File: config.mk
export PLATFORM = sky130hd
export DESIGN_NAME = source_text_tokenizer
export DESIGN_NICKNAME = d
export VERILOG_FILES = /design/src/rtl/stt_pkg.sv /design/src/rtl/stt_front.sv /design/src/rtl/stt_queue.sv /design/src/rtl/stt_back.sv /design/src/rtl/source_text_tokenizer.sv
export SDC_FILE = /design/constraint.sdc
export NUM_CORES = 2
export LEC_CHECK = 0
export ABC_AREA = 0
export CAP_MARGIN = 10
export CORE_MARGIN = 3
export CORE_UTILIZATION = 55
export CTS_BUF_LIST = sky130_fd_sc_hd__clkbuf_4
export CTS_CLUSTER_SIZE = 40
export DETAILED_ROUTE_END_ITERATION = 12
export DONT_BUFFER_PORTS = 1
export GPL_TIMING_DRIVEN = 0
export PLACE_DENSITY = 0.69
export SYNTH_ARGS = -nofsm -noshare
export SYNTH_HDL_FRONTEND = slang
export SYNTH_SLANG_ARGS = --single-unit
File: constraint.sdc
create_clock -name clk -period 37.7 [get_ports clk]
set_input_delay 3.77 -clock clk [delete_from_list [all_inputs] [get_ports clk]]
set_output_delay 3.77 -clock clk [all_outputs]
set_load 0.02 [all_outputs]
File: src/rtl/stt_pkg.sv
package stt_pkg;

  localparam int TEXT_MAX_DEF = 256;
  localparam logic [62:0] VAL_MAX = {63{1'b1}};
  // largest accumulator that still takes a digit without saturating check
  localparam logic [62:0] VAL_DIV10 = 63'd922337203685477580;

  typedef enum logic [2:0] {
    M_IDLE   = 3'd0,
    M_IDENT  = 3'd1,
    M_NUMBER = 3'd2,
    M_STRING = 3'd3,
    M_HALTED = 3'd4,
    M_ENDED  = 3'd5
  } mode_t;

  localparam logic [3:0] T_EOF    = 4'd0;
  localparam logic [3:0] T_IDENT  = 4'd1;
  localparam logic [3:0] T_FUNC   = 4'd2;
  localparam logic [3:0] T_INT    = 4'd3;
  localparam logic [3:0] T_FLOAT  = 4'd4;
  localparam logic [3:0] T_STRING = 4'd5;
  localparam logic [3:0] T_ADD    = 4'd6;
  localparam logic [3:0] T_SUB    = 4'd7;
  localparam logic [3:0] T_MUL    = 4'd8;
  localparam logic [3:0] T_DIV    = 4'd9;
  localparam logic [3:0] T_MOD    = 4'd10;
  localparam logic [3:0] T_POW    = 4'd11;
  localparam logic [3:0] T_ASSIGN = 4'd12;
  localparam logic [3:0] T_ERROR  = 4'd13;

  localparam logic [2:0] KW_NONE = 3'd7;

  // one result item
  typedef struct packed {
    logic        kind;
    logic [3:0]  token_type;
    logic [62:0] number_value;
    logic [8:0]  fraction_digits;
    logic [7:0]  text_length;
    logic [7:0]  text_byte;
    logic [31:0] token_line;
    logic [31:0] token_column;
    logic        last;
  } res_t;

  // up to two results of one input
  typedef struct packed {
    logic [1:0] cnt;
    res_t       r0;
    res_t       r1;
  } pair_t;

  localparam int RES_W  = $bits(res_t);
  localparam int PAIR_W = $bits(pair_t);

endpackage

File: src/rtl/stt_front.sv
module stt_front #(
  parameter int TEXT_MAX = stt_pkg::TEXT_MAX_DEF
) (
  input  logic          clk,
  input  logic          rst_n,
  input  logic          in_valid,
  output logic          in_ready,
  input  logic          in_op,
  input  logic [7:0]    in_ch,
  input  logic          q_full,
  output logic          q_push,
  output stt_pkg::pair_t q_data
);
  import stt_pkg::*;

  localparam logic [7:0] STORE_LIM = 8'(TEXT_MAX - 1);

  mode_t       mode_r, mode_nxt;
  logic [31:0] line_r, line_nxt, col_r, col_nxt;
  logic [31:0] sline_r, sline_nxt, scol_r, scol_nxt;
  logic        pend_r, pend_nxt;
  logic [62:0] acc_r, acc_nxt;
  logic        pt_r, pt_nxt;
  logic [8:0]  frac_r, frac_nxt;
  logic [7:0]  len_r, len_nxt;
  logic [2:0]  kw_r, kw_nxt;

  pair_t       pr;
  logic        take;

  assign in_ready = !q_full;
  assign take     = in_valid && in_ready;

  function automatic res_t mk(logic k, logic [3:0] t, logic [62:0] v, logic [8:0] f,
                              logic [7:0] l, logic [7:0] b, logic [31:0] sl,
                              logic [31:0] sc);
    res_t r;
    r.kind = k; r.token_type = t; r.number_value = v; r.fraction_digits = f;
    r.text_length = l; r.text_byte = b; r.token_line = sl; r.token_column = sc;
    r.last = 1'b0;
    return r;
  endfunction

  function automatic logic is_alpha(logic [7:0] c);
    logic [7:0] l;
    l = c | 8'h20;
    return l >= "a" && l <= "z";
  endfunction

  function automatic logic is_dig(logic [7:0] c);
    return c >= "0" && c <= "9";
  endfunction

  function automatic logic [7:0] kw_ch(logic [7:0] p);
    logic [7:0] r;
    case (p[1:0])
      2'd0: r = "f";
      2'd1: r = "u";
      2'd2: r = "n";
      default: r = "c";
    endcase
    return r;
  endfunction

  // classify one transaction; mirrors the per-byte lexer step
  always_comb begin
    logic       fall, emitted;
    logic [3:0] ot;
    logic [62:0] d;
    mode_nxt = mode_r; line_nxt = line_r; col_nxt = col_r;
    sline_nxt = sline_r; scol_nxt = scol_r; pend_nxt = pend_r;
    acc_nxt = acc_r; pt_nxt = pt_r; frac_nxt = frac_r; len_nxt = len_r; kw_nxt = kw_r;
    pr = '0;
    fall = 1'b0; emitted = 1'b0; ot = T_ERROR;
    d = {55'd0, in_ch - 8'd48};
    if (mode_r == M_HALTED) begin
      pr.cnt = 2'd0;
    end else if (in_op) begin
      if (mode_r == M_ENDED) begin
        pr.r0 = mk(1'b1, T_EOF, '0, '0, '0, '0, sline_r, scol_r);
        pr.cnt = 2'd1;
      end else begin
        col_nxt = col_r + 32'd1;
        if (mode_r == M_IDENT) begin
          pr.r0 = mk(1'b1, (kw_r == 3'd4) ? T_FUNC : T_IDENT, '0, '0, len_r, '0,
                     sline_r, scol_r);
          emitted = 1'b1;
        end else if (mode_r == M_NUMBER) begin
          pr.r0 = mk(1'b1, pt_r ? T_FLOAT : T_INT, acc_r, pt_r ? frac_r : 9'd0, len_r,
                     '0, sline_r, scol_r);
          emitted = 1'b1;
        end else if (mode_r == M_STRING) begin
          col_nxt = col_r + 32'd2;
          pr.r0 = mk(1'b1, T_STRING, '0, '0, len_r, '0, sline_r, scol_r);
          emitted = 1'b1;
        end
        if (emitted || pend_r) begin
          sline_nxt = line_r; scol_nxt = col_nxt; pend_nxt = 1'b0;
        end
        if (emitted) begin
          pr.r1 = mk(1'b1, T_EOF, '0, '0, '0, '0, line_r, col_nxt);
          pr.cnt = 2'd2;
        end else begin
          pr.r0 = mk(1'b1, T_EOF, '0, '0, '0, '0, sline_nxt, scol_nxt);
          pr.cnt = 2'd1;
        end
        mode_nxt = M_ENDED;
      end
    end else if (mode_r != M_ENDED) begin
      if (in_ch == 8'h0A) begin
        line_nxt = line_r + 32'd1; col_nxt = '0;
      end else begin
        col_nxt = col_r + 32'd1;
      end
      unique case (mode_r)
        M_IDENT: begin
          if (is_alpha(in_ch) || is_dig(in_ch) || in_ch == "_") begin
            if (len_r < STORE_LIM) begin
              len_nxt = len_r + 8'd1;
              pr.r0 = mk(1'b0, '0, '0, '0, len_nxt, in_ch, sline_r, scol_r);
              pr.cnt = 2'd1;
              kw_nxt = (kw_r == 3'(len_r) && len_r < 8'd4 && in_ch == kw_ch(len_r))
                       ? kw_r + 3'd1 : KW_NONE;
            end
          end else begin
            pr.r0 = mk(1'b1, (kw_r == 3'd4) ? T_FUNC : T_IDENT, '0, '0, len_r, '0,
                       sline_r, scol_r);
            pr.cnt = 2'd1; emitted = 1'b1; fall = 1'b1;
          end
        end
        M_NUMBER: begin
          if (is_dig(in_ch)) begin
            if (len_r < STORE_LIM) begin
              len_nxt = len_r + 8'd1;
              pr.r0 = mk(1'b0, '0, '0, '0, len_nxt, in_ch, sline_r, scol_r);
              pr.cnt = 2'd1;
              if (acc_r > VAL_DIV10 || (acc_r == VAL_DIV10 && d > 63'd7))
                acc_nxt = VAL_MAX;
              else
                acc_nxt = (acc_r << 3) + (acc_r << 1) + d;
              if (pt_r) frac_nxt = frac_r + 9'd1;
            end
          end else if (in_ch == "." && !pt_r) begin
            pt_nxt = 1'b1;
            if (len_r < STORE_LIM) begin
              len_nxt = len_r + 8'd1;
              pr.r0 = mk(1'b0, '0, '0, '0, len_nxt, in_ch, sline_r, scol_r);
              pr.cnt = 2'd1;
            end
          end else begin
            pr.r0 = mk(1'b1, pt_r ? T_FLOAT : T_INT, acc_r, pt_r ? frac_r : 9'd0, len_r,
                       '0, sline_r, scol_r);
            pr.cnt = 2'd1; emitted = 1'b1; fall = 1'b1;
          end
        end
        M_STRING: begin
          if (in_ch == "\"") begin
            pr.r0 = mk(1'b1, T_STRING, '0, '0, len_r, '0, sline_r, scol_r);
            pr.cnt = 2'd1; mode_nxt = M_IDLE; pend_nxt = 1'b1;
          end else if (len_r < STORE_LIM) begin
            len_nxt = len_r + 8'd1;
            pr.r0 = mk(1'b0, '0, '0, '0, len_nxt, in_ch, sline_r, scol_r);
            pr.cnt = 2'd1;
          end
        end
        default: fall = 1'b1;
      endcase
      if (fall) begin
        logic [31:0] sl, sc;
        logic        store_one, give;
        res_t        rr;
        sl = sline_r; sc = scol_r;
        if (emitted || pend_r) begin
          sl = line_nxt; sc = col_nxt; pend_nxt = 1'b0;
        end
        sline_nxt = sl; scol_nxt = sc;
        if (emitted) mode_nxt = M_IDLE;
        store_one = 1'b0; give = 1'b0; rr = '0;
        if (in_ch == 8'h20 || in_ch == 8'h09 || in_ch == 8'h0A || in_ch == 8'h0D) begin
          give = 1'b0;
        end else if (is_alpha(in_ch) || in_ch == "_") begin
          mode_nxt = M_IDENT; acc_nxt = '0; pt_nxt = 1'b0; frac_nxt = '0;
          len_nxt = 8'd1; kw_nxt = (in_ch == "f") ? 3'd1 : KW_NONE;
          store_one = 1'b1;
        end else if (is_dig(in_ch)) begin
          mode_nxt = M_NUMBER; acc_nxt = d; pt_nxt = 1'b0; frac_nxt = '0;
          len_nxt = 8'd1; kw_nxt = '0; store_one = 1'b1;
        end else if (in_ch == "\"") begin
          mode_nxt = M_STRING; acc_nxt = '0; pt_nxt = 1'b0; frac_nxt = '0;
          len_nxt = '0; kw_nxt = '0;
        end else begin
          unique case (in_ch)
            "+": ot = T_ADD;
            "-": ot = T_SUB;
            "*": ot = T_MUL;
            "/": ot = T_DIV;
            "%": ot = T_MOD;
            "^": ot = T_POW;
            "=": ot = T_ASSIGN;
            default: ot = T_ERROR;
          endcase
          give = 1'b1;
          if (ot == T_ERROR) mode_nxt = M_HALTED;
          else pend_nxt = 1'b1;
        end
        if (store_one)
          rr = mk(1'b0, '0, '0, '0, 8'd1, in_ch, sl, sc);
        else if (give)
          rr = mk(1'b1, ot, '0, '0, '0, '0, sl, sc);
        if (store_one || give) begin
          if (emitted) begin
            pr.r1 = rr; pr.cnt = 2'd2;
          end else begin
            pr.r0 = rr; pr.cnt = 2'd1;
          end
        end
      end
    end
    if (pr.cnt == 2'd1) pr.r0.last = 1'b1;
    if (pr.cnt == 2'd2) pr.r1.last = 1'b1;
  end

  assign q_push = take && (pr.cnt != 2'd0);
  assign q_data = pr;

  // advance lexer state on each accepted transaction
  always_ff @(posedge clk) begin
    if (!rst_n) begin
      mode_r <= M_IDLE; line_r <= 32'd1; col_r <= '0; sline_r <= 32'd1;
      scol_r <= 32'd1; pend_r <= 1'b1; acc_r <= '0; pt_r <= 1'b0;
      frac_r <= '0; len_r <= '0; kw_r <= '0;
    end else if (take) begin
      mode_r <= mode_nxt; line_r <= line_nxt; col_r <= col_nxt;
      sline_r <= sline_nxt; scol_r <= scol_nxt; pend_r <= pend_nxt;
      acc_r <= acc_nxt; pt_r <= pt_nxt; frac_r <= frac_nxt;
      len_r <= len_nxt; kw_r <= kw_nxt;
    end
  end

endmodule

File: src/rtl/stt_queue.sv
module stt_queue (
  input  logic           clk,
  input  logic           rst_n,
  input  logic           push,
  input  stt_pkg::pair_t wdata,
  output logic           full,
  output logic           rvalid,
  input  logic           pop,
  output stt_pkg::pair_t rdata
);
  import stt_pkg::*;

  // two-entry queue of result pairs
  pair_t      mem_r [2];
  logic       wp_r, rp_r;
  logic [1:0] cnt_r;

  assign full   = cnt_r == 2'd2;
  assign rvalid = cnt_r != 2'd0;
  assign rdata  = mem_r[rp_r];

  always_ff @(posedge clk) begin
    if (push) mem_r[wp_r] <= wdata;
  end

  always_ff @(posedge clk) begin
    if (!rst_n) begin
      wp_r <= 1'b0; rp_r <= 1'b0; cnt_r <= '0;
    end else begin
      if (push) wp_r <= !wp_r;
      if (pop) rp_r <= !rp_r;
      cnt_r <= cnt_r + 2'(push) - 2'(pop);
    end
  end

endmodule

File: src/rtl/stt_back.sv
module stt_back (
  input  logic           clk,
  input  logic           rst_n,
  input  logic           q_valid,
  input  stt_pkg::pair_t q_data,
  output logic           q_pop,
  output logic           out_tvalid,
  input  logic           out_tready,
  output stt_pkg::res_t  out_res
);
  import stt_pkg::*;

  // index of the result within the head pair
  logic sel_r;
  logic fire;

  assign out_tvalid = q_valid;
  assign out_res    = sel_r ? q_data.r1 : q_data.r0;
  assign fire       = out_tvalid && out_tready;
  assign q_pop      = fire && (sel_r || q_data.cnt == 2'd1);

  always_ff @(posedge clk) begin
    if (!rst_n) sel_r <= 1'b0;
    else if (fire) sel_r <= !q_pop;
  end

endmodule

File: src/rtl/source_text_tokenizer.sv
// Each input's results are registered in the pair queue before they are offered.
// Throughput: one input per cycle when each gives at most one result and the output
// is not stalled; an input with two results sends them in turn over the single out port.
// A two-entry pair queue lets the front and the output stall on their own.
// Reset (rst_n low, synchronous) clears the lexer state and the queue.
module source_text_tokenizer #(
  parameter int TEXT_MAX = stt_pkg::TEXT_MAX_DEF
) (
  input  logic          clk,
  input  logic          rst_n,
  input  logic          in_tvalid,
  output logic          in_tready,
  input  logic [15:0]   in_tdata,  // ch[7:0], zero pad
  input  logic          in_tuser,  // op
  output logic          out_tvalid,
  input  logic          out_tready,
  output logic [159:0]  out_tdata, // number_value, fraction_digits, text_length,
                                   // text_byte, token_line, token_column, pad
  output logic [4:0]    out_tuser, // kind, token_type[3:0]
  output logic          out_tlast
);
  import stt_pkg::*;

  logic  q_full, q_push, q_valid, q_pop;
  pair_t q_w, q_r;
  res_t  res;

  stt_front #(.TEXT_MAX(TEXT_MAX)) u_front (
    .clk, .rst_n, .in_valid(in_tvalid), .in_ready(in_tready), .in_op(in_tuser),
    .in_ch(in_tdata[7:0]), .q_full, .q_push, .q_data(q_w)
  );

  stt_queue u_queue (
    .clk, .rst_n, .push(q_push), .wdata(q_w), .full(q_full),
    .rvalid(q_valid), .pop(q_pop), .rdata(q_r)
  );

  stt_back u_back (
    .clk, .rst_n, .q_valid, .q_data(q_r), .q_pop, .out_tvalid, .out_tready,
    .out_res(res)
  );

  assign out_tdata = {8'd0, res.token_column, res.token_line, res.text_byte,
                      res.text_length, res.fraction_digits, res.number_value};
  assign out_tuser = {res.token_type, res.kind};
  assign out_tlast = res.last;

  a_ready: assert property (@(posedge clk) disable iff (!rst_n)
    q_full |-> !in_tready) else $error("accepted into full queue");
  a_pop: assert property (@(posedge clk) disable iff (!rst_n)
    q_pop |-> out_tvalid && out_tready && out_tlast) else $error("pop before last");
  a_echo: assert property (@(posedge clk) disable iff (!rst_n)
    out_tvalid && !out_tuser[0] |-> out_tuser[4:1] == T_EOF)
    else $error("echo with token type");

endmodule
# Word level (Yosys, flattened, before mapping)
# Memories as Yosys holds them, arrays and structs flattened. A register that Yosys moved wholly into a read port is not among the register bits.
# Cells that the tools add are included.
# Widths: inputs -> output; s select.
# word_totals
register_bits	221
ramBits	636
output_inout_bits	168
word_cells	291
mem_count	1
# op_classes
n_addsub	11
n_lt_le_gt_ge	8
n_eq_ne	34
n_mux	185
bitwise	2
reduce_logical	35
# memory_table
name	words	width	rd	rd_ports_with_merged_regs	wr	line	text
u_queue.mem_r	2	318	1	1	1	stt_queue.sv:14	pair_t mem_r [2];
# ops
operator	count
$mux 158	11
$mux 318	4
$mux 32	26
$mux 159	4
$mux 63	9
$pmux 160 s3	1
$mux 160	2
$mux 316	1
$mux 8	16
$mux 9	10
$eq 8x6->1 const B	9
$mux 3	23
$add 32x1->32 const B	2
$add 63x63->63	1
$add 63x8->63	1
$eq 63x60->1 const B	1
$gt 63x60->1 const B	1
$mux 1	57
$mux 4	12
$add 32x2->32 const B	1
$pmux 4 s7	1
$eq 8x4->1 const B	3
$eq 8x7->1 const B	3
$pmux 8 s3	1
36 further kinds	75

# Depth between registers and ports, before layout
# logic_depth
ltp_word	29
ltp_mapped	17
mapped_depth_nobuf	16

# By module
# Synthesis repeated with hierarchy kept, for this count alone.
# unflattened
cells_unflattened	4422
area_unflattened_um2	47999.8
# by_module_without_submodules
module	instances	cells_per_inst	area_per_inst_um2
stt_queue	1	1010	23568.9
stt_front	1	3218	22400.2
stt_back	1	185	1966.9
source_text_tokenizer	1	9	63.8

# Worst setup path before layout
# OpenSTA, ideal clock, no wires.
# synth_timing
path_kind	input to register
start	in in_tdata[4]
end	mem u_queue.mem_r[0][0] (netlist name), enable pin
setup_ns	0.872
arrival_ns	16.467
required_time_ns	36.828
path_slack_ns	20.361
cell_stages	10
n_path_buf	1
cell_sequence	buf_2 -> inv_1 -> ha_1 -> nor4b_1 -> mux2_2 -> a21o_1 -> a2111oi_4 -> o21ai_2 -> a311oi_4 -> nor2b_1
# synth_via
elab_chain_cells	19
# synth_lines
element	line	text
start: declaration	source_text_tokenizer.sv:13	input logic [15:0] in_tdata,
$ge 8x7->1 (tied with other cells)	stt_front.sv:47	return l >= "a" && l <= "z";
$logic_and 1x1->1 (tied with other cells)	stt_front.sv:47	
$logic_or 1x1->1 (tied with other cells) (2 in a row)	stt_front.sv:117	if (is_alpha(in_ch) || is_dig(in_ch) || in_ch == "_") begin
$mux 1 (on tied branches)	stt_front.sv:117, stt_front.sv:179	
$pmux 1 s2 or $mux 1 (tied branches)	stt_front.sv:115, stt_front.sv:168	
$mux 1	stt_front.sv:109	end else if (mode_r != M_ENDED) begin
$mux 1	stt_front.sv:78	end else if (in_op) begin
$mux 1	stt_front.sv:76	if (mode_r == M_HALTED) begin
(+3 left out)	n/a	
$mux 318 (*)	stt_front.sv:109	
$mux 318 (*)	stt_front.sv:78	
$mux 2 (*)	stt_front.sv:76	
$reduce_bool 2->1 (*)	stt_front.sv:223	assign q_push = take && (pr.cnt != 2'd0);
$logic_and 1x1->1 (*)	stt_front.sv:223	
net q_push	source_text_tokenizer.sv:24	logic q_full, q_push, q_valid, q_pop;
$mux 1 (*)	stt_queue.sv:23	if (push) mem_r[wp_r] <= wdata;
$mux 1 (not written as such) (*)	stt_queue.sv:23	
end: declaration	stt_queue.sv:14	
# Mark *: on every way through the listed nets, which the timed path passes. The rest lies on a longest branch. The select of a mux whose other input is x is not followed.

==> flow_summary.toml <==
[status]
status = "completed"

[floorplan]
dieArea_um2 = 75700
die_h_um = 275
ios = 189
fp.coreArea_um2 = 71600
initial_utilization_pct = 55.6
num_rows = 98
die_w_um = 275

[global_route]
grt_pass1_vias = 32200
antenna_found_initial = 5
grt_pass1_wl_mm = 201
grt_max_degree = 68
grt_overflow = 0
grt_usage_pct = 35.3

[synthesis]
synth_seq_cells = 700
synth_top_area_share_pct = 36.0
yosys_warnings = 0
post-synth-top-area-cell = "edfxtp_1"
yosysSeqAreaShare_pct = 47.2
synthFlopType = "edfxtp_1"
synth_edf_count = 478
avgSynthCellArea_um2 = 10.0
synth_area_um2 = 39800
synth_cells = 3972
ys_types = 115
synthArstFlopShare_pct = 0
ys_top_cells_by_area = "edfxtp_1, dfxtp_1, mux4_2"

[setup_path]
crit_fanout = 10
crit_family = "buffers and inverters"
critPathArrivalTime_ns = 4.54
cp_slowest_cell = "clkbuf_1"
cp.buffers_inverters = 4
cpPeakStageDelay_ns = 0.98
path_class = "register to primary output"
cp.required_ns = 33.93
end_kind = "primary output"
cpMostUsedCell = "clkbuf_1"
crit_chain = "clkbuf_1 -> buf_1 -> clkbuf_1 -> buf_2 -> mux2i_1 -> nor2_1"
setup.worst_path.start_class = "register"

[timing]
fmax_ghz = 0.120
fin_tns_setup_ns = 0
fin_crit_sh_pct = 22.1
worst_pin_slew_ns = 1.32
maxSlewViolCount = 0
finalHoldViolCount = 0
period_needed_ns = 8.31
rsz0062_at_grt = "no"
slew-limit-headroom_pct = 11.7
finalClockSkew_ns = 0.0717
setup_viol = 0

[route]
drt_iter0_markers = 4397
ant_nets = 0
drt-total-wl_mm = 135
via_per_inst = 6.43
first_pass_iters = 9
post_drt_wl_per_cell_um = 25.4
num_vias = 34000
drcViolationCount = 0

[clock_network]
post_cts.repair.setup_buffers = 0
clock_sinks = 700
htreeDepth = 4
clk_latency_ns = 1.08
cts_tree = "done"
clockBufferDepth = 3
ctsHoldBuffers = 0
post_cts_resized = 0
cts_made_buffers = 181
clock-root-buffer = "clkbuf_4"
clk_transition_reported_paths_ns = 0.06

[placed_design]
port_buffers = 0
gp_congestion = 1.01
dp_hpwl_mm = 97.6

[final_layout]
final_common_cell = "edfxtp_1"
seq_area_um2 = 18800
drive_above_1_share_pct = 14.5
mostFrequentLayoutCells = "edfxtp_1, nor2_1, nand2_1"
areaGrowthSynthToFinish_pct = 10.2
finalNetCount = 4342
multi_input_area_um2 = 19500
nFillCells = 6209
postLayoutCoreUtil_pct = 61.3

[power_and_ir_drop]
p_leak_nw = 15.8
irDropWorstVdd_mv = 0.0344
p_total_w = 0.00214
powerDensity_nw_per_um2 = 48.8

[flow_run]
maxCapViolCount = 0

[hold_path]
hold_class = "register to register"
registers in the layout (all words and copies together), names as in the netlist, named ones only:
| signal | cells |
|---|---|
| u_queue.cnt_r | 2 |
| u_front.col_r | 32 |
| u_front.len_r | 8 |
| u_front.pt_r | 1 |
| u_front.line_r | 32 |
| u_queue.wp_r | 1 |
| u_queue.rp_r | 1 |
| u_front.frac_r | 9 |
| u_front.scol_r | 32 |
| u_back.sel_r | 1 |
| u_front.acc_r | 63 |
| u_front.pend_r | 1 |
| u_front.kw_r | 3 |
| u_front.mode_r | 3 |
| u_queue.mem_r | 478 |
| u_front.sline_r | 32 |
final timing paths:
| kind | to | from | slack [ns] | depth (start not counted) |
|---|---|---|---|---|
| worst max-delay path | out_tdata[59] | register | 29.39 | 6 |
| worst min register to register | u_front.frac_r[7] | u_front.frac_r[7] | 0.50 | 2 |
| worst max register to register | u_queue.mem_r[0][246] | u_front.mode_r[1] | 33.00 | 12 |
| worst min-delay path | u_front.frac_r[7] | u_front.frac_r[7] | 0.50 | 2 |
report_power, final:
group / internal, W / switching [W]
logic: 0.000143 / 0.000374
clock network: 0.000365 / 0.000323
registers: 0.000907 / 0.0000300
total: 0.00141 / 0.000727
synthesized netlist by cell type (46+ instances only):
cell,count
and2_1,115
o21ai_0,254
o21ai_1,50
mux2i_1,112
nor2_1,436
clkbuf_1,188
buf_2,60
nand2_1,372
nand3_1,60
a21o_1,48
a21oi_1,299
a22oi_1,67
o22ai_1,65
xor2_1,76
edfxtp_1,478
ha_1,135
dfxtp_1,222
mux4_2,79
nand4_1,46
xnor2_1,99
nor3_1,84
inv_1,54
cell families after synthesis:
family                     share of synthesized area, %
buffers and inverters                              4.11
xor gates and xnor gates                           3.85
muxes                                              8.04
DFF                                                47.2
other                                           0.00941
AOI/OAI and AO/OA                                  17.1
adders and majority gates                          4.54
and+or+nand+nor                                    15.2
tightest hold or removal path: stages, from the launching register on:
cell,delay [ns]
dfxtp_1,0.31
o21ai_0,0.07
a21oi_1,0.06
layout make-up:
cell class | instances | share of cell area, %
Antenna cell | 6 | 0.0342
Buffer | 320 | 3.25
Clock buffer | 284 | 4.86
Clock inverter | 54 | 0.761
Inverter | 56 | 0.479
Multi-Input combinational cell | 2905 | 44.3
Sequential cell | 700 | 42.8
Tap cell | 950 | 2.71
Timing Repair Buffer | 16 | 0.798
per-stage QoR:
step	setup WS (ns)	hold slack (ns)	instances	area, µm²
2_1_floorplan	20.36	0.446	3981	39900
3_3_place_gp	13.06	0.467	4931	41100
3_5_place_dp	29.30	0.485	4946	41400
4_1_cts	29.31	0.500	5284	43900
5_1_grt	29.23	0.530	5288	43900
6_report	29.39	0.499	5291	43900
metal layers:
metal	global-route usage, %	vias to the layer above	routed length (µm)
met3	10.8	389	16300
met4	15.4	8	6050
met1	48.9	16300	54900
li1	-	15200	-
met2	51.3	2102	57300
met5	0	-	80
(Power assumes the default switching activity.)
